--- config.mk ---
export PLATFORM = sky130hd
export DESIGN_NAME = double_cal_pulse_time_reference
export DESIGN_NICKNAME = d
export VERILOG_FILES = /design/src/rtl/core/dcptr_pkg.sv /design/src/rtl/core/dcptr_hit_ram.sv /design/src/rtl/core/dcptr_desc_fifo.sv /design/src/rtl/core/dcptr_front.sv /design/src/rtl/core/dcptr_back.sv /design/src/rtl/core/double_cal_pulse_time_reference.sv
export SDC_FILE = /design/constraint.sdc
export NUM_CORES = 2
export LEC_CHECK = 0
export BUFFER_PORTS_ARGS = -buffer_cell sky130_fd_sc_hd__buf_2
export CORE_UTILIZATION = 60
export CTS_BUF_LIST = sky130_fd_sc_hd__clkbuf_4 sky130_fd_sc_hd__clkbuf_8
export DETAILED_ROUTE_END_ITERATION = 8
export GPL_ROUTABILITY_DRIVEN = 0
export GPL_TIMING_DRIVEN = 0
export PLACE_DENSITY = 0.76
export SETUP_SLACK_MARGIN = 0.1
export SLEW_MARGIN = 20
export SYNTH_ARGS = -nofsm -noshare
export SYNTH_HDL_FRONTEND = slang
export SYNTH_SLANG_ARGS = --single-unit
--- constraint.sdc ---
create_clock -name clk -period 11 [get_ports clk]
set_input_delay 1.1 -clock clk [delete_from_list [all_inputs] [get_ports clk]]
set_output_delay 1.1 -clock clk [all_outputs]
set_load 0.1 [all_outputs]
--- src/rtl/core/dcptr_pkg.sv ---
// ----------------------------------------------------------------------------
// dcptr_pkg
// Types and constants of the double calibration pulse time reference block.
// ----------------------------------------------------------------------------
package dcptr_pkg;

  // hit counts up to 64 need 7 bits
  localparam int CNT_W = 7;

  // pulse gap limits, 50 and 90 bins with 4 fraction bits, both exclusive
  localparam logic [15:0] GAP_MIN_RAW = 16'd800;
  localparam logic [15:0] GAP_MAX_RAW = 16'd1440;

  // register reset values
  localparam logic [3:0]         CAL_CHANNEL_RST   = 4'd7;
  localparam logic [15:0]        TDC_WIN_LOW_RST   = 16'd0;
  localparam logic [15:0]        TDC_WIN_HIGH_RST  = 16'd32000;
  localparam logic [7:0]         WIDTH_LOW_RST     = 8'd21;
  localparam logic [7:0]         WIDTH_HIGH_RST    = 8'd48;
  localparam logic signed [12:0] ADC_THR_LOW_RST   = 13'sd400;
  localparam logic signed [12:0] ADC_THR_HIGH_RST  = 13'sd1000;

  typedef enum logic [2:0] {
    CFG_CAL_CHANNEL  = 3'd0,
    CFG_TDC_WIN_LOW  = 3'd1,
    CFG_TDC_WIN_HIGH = 3'd2,
    CFG_WIDTH_LOW    = 3'd3,
    CFG_WIDTH_HIGH   = 3'd4,
    CFG_ADC_THR_LOW  = 3'd5,
    CFG_ADC_THR_HIGH = 3'd6
  } cfg_idx_t;

  typedef enum logic [1:0] {
    FLAG_NONE  = 2'd0,
    FLAG_CAL   = 2'd1,
    FLAG_LATE  = 2'd2,
    FLAG_EARLY = 2'd3
  } flag_t;

  // back part sequence
  typedef enum logic [2:0] {
    BK_IDLE,
    BK_SCAN_LATE,
    BK_SCAN_EARLY,
    BK_EMIT_RD,
    BK_EMIT_WAIT
  } back_state_t;

  typedef logic [CNT_W-1:0] count_t;

  // input request, highest field first
  typedef struct packed {
    logic [2:0]         pad;
    logic signed [12:0] adc_height;
    logic [7:0]         pulse_width;
    logic [15:0]        tdc_bin;
    logic [3:0]         asic_channel;
    logic [3:0]         asic_number;
    logic [7:0]         board_id;
  } in_data_t;

  // result, highest field first
  typedef struct packed {
    logic [5:0]         pad;
    logic               overflow;
    flag_t              hit_flag;
    logic [15:0]        reference_time;
    logic signed [16:0] corrected_time;
    logic [5:0]         hit_index;
  } out_data_t;

  // one stored hit
  typedef struct packed {
    logic [15:0] tdc;
    logic [11:0] key;   // board_id, asic_number
    logic        cand;
  } hit_entry_t;

  // one finished event, handed from front to back
  typedef struct packed {
    logic   bank;
    count_t count;
    logic   overflow;
  } event_desc_t;

  // bank release from back to front
  typedef struct packed {
    logic en;
    logic bank;
  } bank_rel_t;

endpackage

--- src/rtl/core/dcptr_hit_ram.sv ---
// ----------------------------------------------------------------------------
// dcptr_hit_ram
// Two-bank hit buffer, one write port and one registered read port.
// ----------------------------------------------------------------------------
module dcptr_hit_ram #(
  parameter int DEPTH = 128
) (
  input  logic                       clk,
  input  logic                       wr_en,
  input  logic [$clog2(DEPTH)-1:0]   wr_addr,
  input  dcptr_pkg::hit_entry_t      wr_data,
  input  logic                       rd_en,
  input  logic [$clog2(DEPTH)-1:0]   rd_addr,
  output dcptr_pkg::hit_entry_t      rd_data
);
  import dcptr_pkg::*;

  hit_entry_t mem [DEPTH];

  always_ff @(posedge clk) begin
    if (wr_en) begin
      mem[wr_addr] <= wr_data;
    end
  end

  always_ff @(posedge clk) begin
    if (rd_en) begin
      rd_data <= mem[rd_addr];
    end
  end

endmodule

--- src/rtl/core/dcptr_desc_fifo.sv ---
// ----------------------------------------------------------------------------
// dcptr_desc_fifo
// Two-entry queue of finished events between the front and back parts.
// ----------------------------------------------------------------------------
module dcptr_desc_fifo (
  input  logic                     clk,
  input  logic                     rst,
  input  logic                     push,
  input  dcptr_pkg::event_desc_t   push_desc,
  input  logic                     pop,
  output dcptr_pkg::event_desc_t   head,
  output logic                     empty,
  output logic                     full
);
  import dcptr_pkg::*;

  event_desc_t slot [2];
  logic        wr_ptr;
  logic        rd_ptr;
  logic [1:0]  fill;

  assign empty = (fill == 2'd0);
  assign full  = (fill == 2'd2);
  assign head  = slot[rd_ptr];

  always_ff @(posedge clk) begin
    if (push && !full) begin
      slot[wr_ptr] <= push_desc;
    end
  end

  always_ff @(posedge clk) begin
    if (rst) begin
      wr_ptr <= 1'b0;
      rd_ptr <= 1'b0;
      fill   <= 2'd0;
    end else begin
      if (push && !full) begin
        wr_ptr <= ~wr_ptr;
      end
      if (pop && !empty) begin
        rd_ptr <= ~rd_ptr;
      end
      fill <= fill + 2'((push && !full) ? 1 : 0) - 2'((pop && !empty) ? 1 : 0);
    end
  end

endmodule

--- src/rtl/core/dcptr_front.sv ---
// ----------------------------------------------------------------------------
// dcptr_front
// Holds the configuration, accepts hits, marks candidates and fills the
// current buffer bank; on the last hit it hands the event to the back part.
// ----------------------------------------------------------------------------
module dcptr_front #(
  parameter int MAX_HITS = 64
) (
  input  logic                           clk,
  input  logic                           rst,
  input  logic                           cfg_we,
  input  logic [2:0]                     cfg_index,
  input  logic [15:0]                    cfg_wdata,
  input  logic                           s_tvalid,
  output logic                           s_tready,
  input  dcptr_pkg::in_data_t            s_tdata,
  input  logic                           s_tlast,
  output logic                           wr_en,
  output logic [$clog2(MAX_HITS):0]      wr_addr,
  output dcptr_pkg::hit_entry_t          wr_data,
  output logic                           push,
  output dcptr_pkg::event_desc_t         push_desc,
  input  logic                           fifo_full,
  input  dcptr_pkg::bank_rel_t           rel
);
  import dcptr_pkg::*;

  localparam int IW = $clog2(MAX_HITS);
  localparam count_t MAX_CNT = count_t'(MAX_HITS);

  logic [3:0]         cal_channel;
  logic [15:0]        tdc_window_low;
  logic [15:0]        tdc_window_high;
  logic [7:0]         width_low;
  logic [7:0]         width_high;
  logic signed [12:0] adc_threshold_low;
  logic signed [12:0] adc_threshold_high;

  logic       bank;
  logic [1:0] busy;
  count_t     hit_count;
  logic       overflow_seen;
  logic       accept;
  logic       room;
  logic       cand;

  always_ff @(posedge clk) begin
    if (rst) begin
      cal_channel        <= CAL_CHANNEL_RST;
      tdc_window_low     <= TDC_WIN_LOW_RST;
      tdc_window_high    <= TDC_WIN_HIGH_RST;
      width_low          <= WIDTH_LOW_RST;
      width_high         <= WIDTH_HIGH_RST;
      adc_threshold_low  <= ADC_THR_LOW_RST;
      adc_threshold_high <= ADC_THR_HIGH_RST;
    end else if (cfg_we) begin
      unique case (cfg_index)
        CFG_CAL_CHANNEL:  cal_channel        <= cfg_wdata[3:0];
        CFG_TDC_WIN_LOW:  tdc_window_low     <= cfg_wdata;
        CFG_TDC_WIN_HIGH: tdc_window_high    <= cfg_wdata;
        CFG_WIDTH_LOW:    width_low          <= cfg_wdata[7:0];
        CFG_WIDTH_HIGH:   width_high         <= cfg_wdata[7:0];
        CFG_ADC_THR_LOW:  adc_threshold_low  <= cfg_wdata[12:0];
        CFG_ADC_THR_HIGH: adc_threshold_high <= cfg_wdata[12:0];
        default: ;
      endcase
    end
  end

  // a bank is reused only after the back part has emitted it
  assign s_tready = !busy[bank] && !fifo_full;
  assign accept   = s_tvalid && s_tready;
  assign room     = (hit_count < MAX_CNT);

  assign cand = adc_threshold_low[12] &&
                (s_tdata.tdc_bin > tdc_window_low) &&
                (s_tdata.tdc_bin < tdc_window_high) &&
                (s_tdata.pulse_width > width_low) &&
                (s_tdata.pulse_width < width_high) &&
                (s_tdata.adc_height < adc_threshold_low) &&
                (s_tdata.adc_height > adc_threshold_high) &&
                (s_tdata.asic_channel == cal_channel);

  assign wr_en        = accept && room;
  assign wr_addr      = {bank, hit_count[IW-1:0]};
  assign wr_data.tdc  = s_tdata.tdc_bin;
  assign wr_data.key  = {s_tdata.board_id, s_tdata.asic_number};
  assign wr_data.cand = cand;

  assign push               = accept && s_tlast;
  assign push_desc.bank     = bank;
  assign push_desc.count    = room ? hit_count + count_t'(1) : hit_count;
  assign push_desc.overflow = overflow_seen || !room;

  always_ff @(posedge clk) begin
    if (rst) begin
      bank          <= 1'b0;
      busy          <= 2'b00;
      hit_count     <= '0;
      overflow_seen <= 1'b0;
    end else begin
      if (rel.en) begin
        busy[rel.bank] <= 1'b0;
      end
      if (accept) begin
        if (s_tlast) begin
          busy[bank]    <= 1'b1;
          bank          <= ~bank;
          hit_count     <= '0;
          overflow_seen <= 1'b0;
        end else if (room) begin
          hit_count <= hit_count + count_t'(1);
        end else begin
          overflow_seen <= 1'b1;
        end
      end
    end
  end

endmodule

--- src/rtl/core/dcptr_back.sv ---
// ----------------------------------------------------------------------------
// dcptr_back
// Per event: scan for the late pulse, scan for its partner, then emit every
// stored hit with its corrected time through an output register.
// ----------------------------------------------------------------------------
module dcptr_back #(
  parameter int MAX_HITS = 64
) (
  input  logic                           clk,
  input  logic                           rst,
  input  dcptr_pkg::event_desc_t         head,
  input  logic                           fifo_empty,
  output logic                           pop,
  output logic                           rd_en,
  output logic [$clog2(MAX_HITS):0]      rd_addr,
  input  dcptr_pkg::hit_entry_t          rd_data,
  output dcptr_pkg::bank_rel_t           rel,
  output logic                           m_tvalid,
  input  logic                           m_tready,
  output dcptr_pkg::out_data_t           m_tdata,
  output logic                           m_tlast
);
  import dcptr_pkg::*;

  localparam int IW = $clog2(MAX_HITS);

  back_state_t state, state_next;

  event_desc_t   evt;
  count_t        iss;
  logic          rd_vld;
  logic          rd_last;
  logic [IW-1:0] rd_idx;

  logic          have_late;
  logic [IW-1:0] late_idx;
  logic [15:0]   late_tdc;
  logic [11:0]   late_key;
  logic          have_early;
  logic [IW-1:0] early_idx;

  logic          load_out;
  logic [15:0]   gap;
  logic [15:0]   ref_val;
  flag_t         flag;

  always_ff @(posedge clk) begin
    if (rst) begin
      state <= BK_IDLE;
    end else begin
      state <= state_next;
    end
  end

  always_comb begin
    state_next = state;
    pop        = 1'b0;
    rd_en      = 1'b0;
    rel.en     = 1'b0;
    rel.bank   = evt.bank;
    load_out   = 1'b0;
    unique case (state)
      BK_IDLE: begin
        if (!fifo_empty) begin
          pop        = 1'b1;
          state_next = BK_SCAN_LATE;
        end
      end
      BK_SCAN_LATE: begin
        rd_en = (iss < evt.count);
        if (rd_vld && rd_last) begin
          state_next = BK_SCAN_EARLY;
        end
      end
      BK_SCAN_EARLY: begin
        rd_en = (iss < evt.count);
        if (rd_vld && rd_last) begin
          state_next = BK_EMIT_RD;
        end
      end
      BK_EMIT_RD: begin
        rd_en      = 1'b1;
        state_next = BK_EMIT_WAIT;
      end
      BK_EMIT_WAIT: begin
        if (!m_tvalid || m_tready) begin
          load_out = 1'b1;
          if (rd_last) begin
            rel.en     = 1'b1;
            state_next = BK_IDLE;
          end else begin
            state_next = BK_EMIT_RD;
          end
        end
      end
      default: state_next = BK_IDLE;
    endcase
  end

  assign rd_addr = {evt.bank, iss[IW-1:0]};
  assign gap     = late_tdc - rd_data.tdc;

  // read pointer and scan bookkeeping
  always_ff @(posedge clk) begin
    if (rst) begin
      iss        <= '0;
      rd_vld     <= 1'b0;
      rd_last    <= 1'b0;
      have_late  <= 1'b0;
      have_early <= 1'b0;
    end else begin
      rd_vld <= rd_en;
      if (pop) begin
        iss        <= '0;
        have_late  <= 1'b0;
        have_early <= 1'b0;
      end else if (rd_en) begin
        iss     <= iss + count_t'(1);
        rd_last <= (iss == evt.count - count_t'(1));
      end else if (rd_vld && rd_last &&
                   (state == BK_SCAN_LATE || state == BK_SCAN_EARLY)) begin
        iss <= '0;
      end
      if (state == BK_SCAN_LATE && rd_vld && rd_data.cand &&
          (!have_late || rd_data.tdc > late_tdc)) begin
        have_late <= 1'b1;
      end
      if (state == BK_SCAN_EARLY && rd_vld && have_late && rd_data.cand &&
          (rd_data.tdc < late_tdc) && (gap > GAP_MIN_RAW) && (gap < GAP_MAX_RAW)) begin
        have_early <= 1'b1;
      end
    end
  end

  always_ff @(posedge clk) begin
    if (pop) begin
      evt <= head;
    end
    if (rd_en) begin
      rd_idx <= iss[IW-1:0];
    end
    if (state == BK_SCAN_LATE && rd_vld && rd_data.cand &&
        (!have_late || rd_data.tdc > late_tdc)) begin
      late_idx <= rd_idx;
      late_tdc <= rd_data.tdc;
      late_key <= rd_data.key;
    end
    if (state == BK_SCAN_EARLY && rd_vld && have_late && rd_data.cand &&
        (rd_data.tdc < late_tdc) && (gap > GAP_MIN_RAW) && (gap < GAP_MAX_RAW)) begin
      early_idx <= rd_idx;
    end
  end

  // the reference is the late pulse's time for hits with its board and ASIC once a partner exists, else zero
  always_comb begin
    ref_val = (have_early && rd_data.key == late_key) ? late_tdc : 16'd0;
    if (ref_val == 16'd0) begin
      flag = FLAG_NONE;
    end else if (rd_idx == late_idx) begin
      flag = FLAG_LATE;
    end else if (rd_idx == early_idx) begin
      flag = FLAG_EARLY;
    end else begin
      flag = FLAG_CAL;
    end
  end

  always_ff @(posedge clk) begin
    if (rst) begin
      m_tvalid <= 1'b0;
    end else if (load_out) begin
      m_tvalid <= 1'b1;
    end else if (m_tready) begin
      m_tvalid <= 1'b0;
    end
  end

  always_ff @(posedge clk) begin
    if (load_out) begin
      m_tdata.pad            <= '0;
      m_tdata.overflow       <= evt.overflow;
      m_tdata.hit_flag       <= flag;
      m_tdata.reference_time <= ref_val;
      m_tdata.corrected_time <= $signed({1'b0, rd_data.tdc}) - $signed({1'b0, ref_val});
      m_tdata.hit_index      <= 6'(rd_idx);
      m_tlast                <= rd_last;
    end
  end

endmodule

--- src/rtl/core/double_cal_pulse_time_reference.sv ---
// ----------------------------------------------------------------------------
// double_cal_pulse_time_reference
// Hits of an event are loaded one per cycle, while the front is not stalled,
// into one of two buffer banks. After the request marked tlast, the back part
// takes the event from its queue, scans the bank for the latest calibration
// pulse, scans again for its partner more than 50 and less than 90 bins
// earlier, then emits each hit by reading its entry and then loading the
// output register. While one bank is being emitted the next event loads
// into the other; the front stalls only when both banks are taken.
// Hits past MAX_HITS are dropped and the event's results carry overflow.
// ----------------------------------------------------------------------------
module double_cal_pulse_time_reference #(
  parameter int MAX_HITS = 64
) (
  input  logic        clk,
  input  logic        rst,
  input  logic        cfg_we,
  input  logic [2:0]  cfg_index,
  input  logic [15:0] cfg_wdata,
  input  logic        s_tvalid,
  output logic        s_tready,
  // board_id, asic_number, asic_channel, tdc_bin, pulse_width, adc_height
  input  logic [55:0] s_tdata,
  input  logic        s_tlast,
  output logic        m_tvalid,
  input  logic        m_tready,
  // hit_index, corrected_time, reference_time, hit_flag, overflow
  output logic [47:0] m_tdata,
  output logic        m_tlast
);
  import dcptr_pkg::*;

  localparam int AW = $clog2(MAX_HITS) + 1;

  logic         wr_en;
  logic [AW-1:0] wr_addr;
  hit_entry_t   wr_data;
  logic         rd_en;
  logic [AW-1:0] rd_addr;
  hit_entry_t   rd_data;
  logic         push;
  event_desc_t  push_desc;
  logic         pop;
  event_desc_t  head;
  logic         fifo_empty;
  logic         fifo_full;
  bank_rel_t    rel;
  out_data_t    out_data;

  dcptr_front #(.MAX_HITS(MAX_HITS)) u_front (
    .clk       (clk),
    .rst       (rst),
    .cfg_we    (cfg_we),
    .cfg_index (cfg_index),
    .cfg_wdata (cfg_wdata),
    .s_tvalid  (s_tvalid),
    .s_tready  (s_tready),
    .s_tdata   (in_data_t'(s_tdata)),
    .s_tlast   (s_tlast),
    .wr_en     (wr_en),
    .wr_addr   (wr_addr),
    .wr_data   (wr_data),
    .push      (push),
    .push_desc (push_desc),
    .fifo_full (fifo_full),
    .rel       (rel)
  );

  // bank bit sits above the hit index, so each bank spans a power of two
  dcptr_hit_ram #(.DEPTH(2 ** AW)) u_ram (
    .clk     (clk),
    .wr_en   (wr_en),
    .wr_addr (wr_addr),
    .wr_data (wr_data),
    .rd_en   (rd_en),
    .rd_addr (rd_addr),
    .rd_data (rd_data)
  );

  dcptr_desc_fifo u_fifo (
    .clk       (clk),
    .rst       (rst),
    .push      (push),
    .push_desc (push_desc),
    .pop       (pop),
    .head      (head),
    .empty     (fifo_empty),
    .full      (fifo_full)
  );

  dcptr_back #(.MAX_HITS(MAX_HITS)) u_back (
    .clk        (clk),
    .rst        (rst),
    .head       (head),
    .fifo_empty (fifo_empty),
    .pop        (pop),
    .rd_en      (rd_en),
    .rd_addr    (rd_addr),
    .rd_data    (rd_data),
    .rel        (rel),
    .m_tvalid   (m_tvalid),
    .m_tready   (m_tready),
    .m_tdata    (out_data),
    .m_tlast    (m_tlast)
  );

  assign m_tdata = out_data;

endmodule

==> impl_metrics.tcl <==
set metrics [dict create \
    ys_types 64 \
    cp-start-kind "flop" \
    async_flop_share_pct 0 \
    endpoint_kind "flop" \
    fp.dieH_um 509 \
    synth_edf_count 3857 \
    critical_path_class "reg2reg" \
    yosysSeqAreaShare_pct 76.6 \
    yosys.cell_count.top_type "edfxtp_1" \
    post_drt_wl_per_cell_um 35.1 \
    numCtsBuffers 604 \
    fin_crit_ns 5.35 \
    post_cts_buffers 0 \
    synth_area_leader_cell "edfxtp_1" \
    cp_num_buf_inv 1 \
    total_power_uw 35700 \
    cap_violations 0 \
    drt-initial-drc-count 11900 \
    routed_via_density 6.80 \
    vias 77800 \
    drt_wl_total_um 402000 \
    outcome "complete, but fails checks" \
    clk_latency_ns 1.08 \
    max_freq_ghz 0.187 \
    drt.antenna.violating_nets 0 \
    hold_viol 0 \
    hold_buffers 0 \
    drive_gt1_share_pct 34.2 \
    tritoncts "done" \
    period_share_pct 48.6 \
    worstPathRequired_ns 11.81 \
    cts_max_path_buffers 4 \
    violations "DRC" \
    slowest_delay_ns 1.00 \
    worst_ir_drop_vdd_mv 0.109 \
    num_rows 185 \
    syn_area_per_cell_sq_um 23.0 \
    post_cts_resized 0 \
    seq_area_sq_um 118000 \
    timing.critical_path.cells "xor2_1, nor4_1, nand3_1, nor3_1, clkbuf_1, nand2_1, ha_1, and2_1, o21ai_0, a31oi_1, a21oi_1, a211oi_1, a311oi_1, xnor2_1" \
    cp_top_family "simple AND/OR/NAND/NOR gates" \
    area_growth_pct 14.3 \
    yosysWarnings 0 \
    fin_nets 7808 \
    dieArea_sq_um 259000 \
    ios 132 \
    portBuffers 120 \
    synth.cell_area_sq_um 154000 \
    grt_max_degree 125 \
    htreeDepth 6 \
    grtUsageTotal_pct 31.4 \
    hold_class "in2reg" \
    start_util_pct 60.5 \
    worst_pin_slew_ns 1.23 \
    multi_input_area_sq_um 35100 \
    p_per_area_nw_per_um2 203 \
    grt.overflow.total 0 \
    slew_headroom_pct 17.8 \
    drc 1 \
    cts_num_sinks 3965 \
    cpMaxStageDelayCell "nor4_1" \
    slew_viol_final 0 \
    cp_max_fo 10 \
    fin_worst_skew_ns 0.0731 \
    fin_util_pct 69.1 \
    drt_pass1_iterations 8 \
    nFillCells 14300 \
    ys_ff_latch 3965 \
    yosys.area.top_type_share_pct 75.2 \
    syn_inst 6691 \
    cts_root_buf "clkbuf_8" \
    grt_setup_unrepaired "no" \
    grt_pass1_vias 77700 \
    grt_pass1_wl_um 562000 \
    core_area_sq_um 255000 \
    synth_common_cells "edfxtp_1, mux4_2, clkbuf_1" \
    critPathArrivalTime_ns 6.16 \
    ys.flop_type "edfxtp_1" \
    synthTopCellsByArea "edfxtp_1, mux4_2, dfxtp_1, ha_1, clkbuf_1" \
    die_w_um 509 \
    antenna_found_initial 43 \
    leakagePower_uw 0.0539 \
    clk_pin_slew_ns 0.07 \
    setup_viol 0 \
    dp_hpwl_um 276000 \
]
[routing by layer]
layer  GRT usage [%]  vias to the layer above  wire length [um]
li1                -                    30300                 -
met1            42.3                    40600            139000
met2            49.3                     5936            192000
met3            8.12                      864             52600
met4            13.3                       10             17400
met5               0                        -                73
[cell usage in the layout, fill, tap and decap left out, types with 26 or more instances in the layout]
master and instances:
nor2_4 129, buf_1 26, buf_2 171, edfxtp_1 3857, nor2b_1 32, clkinv_2 55, inv_1 126, dfxtp_1 108
xnor2_1 44, buf_16 128, clkbuf_2 53, mux4_2 1218, ha_1 115, clkbuf_8 622, nand2_1 183, nand3_1 29
a21oi_1 103, mux2_2 39, buf_12 46, clkbuf_4 172, clkbuf_1 169, o21ai_0 42, clkinv_1 135, nor2_1 77
buf_6 32
[power breakdown]
group / switching (uW) / internal, uW
registers: 116 / 16800
clock network: 5560 / 6170
logic: 4010 / 3040
total: 9680 / 26000
[logic make-up (layout without fill, tap and decap cells)]
kind of cell / after synthesis / after routing / share of synthesized area, %
DFF: 3965 / 3965 / 76.6
muxes: 1261 / 1261 / 18.1
and+or+nand+nor: 566 / 566 / 1.64
buffers and inverters: 461 / 1803 / 1.21
AOI/OAI and AO/OA: 255 / 255 / 1.05
adders and majority gates: 117 / 117 / 0.961
xor gates and xnor gates: 65 / 65 / 0.370
other: 1 / 29 / 0.00244
[state kept, by name, indices dropped and copies added (netlist names), 13 cells and up]
register / cells
u_front.adc_threshold_high: 13
u_back.late_tdc: 16
u_front.tdc_window_low: 16
u_fifo.slot: 18
u_ram.rd_data: 29
u_back.m_tdata: 42
u_front.tdc_window_high: 16
u_front.adc_threshold_low: 13
u_ram.mem: 3712
[through the flow]
step                hold WS (ns)  instance area, sq um  worst slack, ns  std cells  setup TNS (ns)
finish                     0.292                176000             5.65      11400               0
global route               0.285                176000             5.43      11400               0
CTS                        0.212                176000             5.85      11400               0
detailed placement         0.447                165000             5.79      10400               0
global placement           0.445                159000            -5.21      10200         -664.85
floorplan                  0.400                154000             1.67       6696               0
[cell type report]
class | instances | area share (%)
Sequential cell | 3965 | 67.0
Multi-Input combinational cell | 2270 | 20.0
Clock buffer | 794 | 5.60
Timing Repair Buffer | 308 | 3.04
Tap cell | 3366 | 2.39
Clock inverter | 240 | 0.865
Buffer | 334 | 0.827
Inverter | 127 | 0.271
Antenna cell | 23 | 0.0327
[worst paths after layout]
| path | start | to | slack (ns) | cells after the start |
|---|---|---|---|---|
| setup / recovery | u_ram.rd_data[5]$_DFFE_PP_ | u_back.m_tdata[21]$_DFFE_PP_ | 5.65 | 14 |
| hold / removal | cfg_wdata[13] | u_front.tdc_window_high[13]$_SDFFE_PP1P_ | 0.29 | 2 |
| setup reg to reg | u_ram.rd_data[5]$_DFFE_PP_ | u_back.m_tdata[21]$_DFFE_PP_ | 5.65 | 14 |
| hold reg to reg | u_front.tdc_window_high[7]$_SDFFE_PP0P_ | u_front.tdc_window_high[7]$_SDFFE_PP0P_ | 0.45 | 2 |
(Power assumes the default switching activity.)
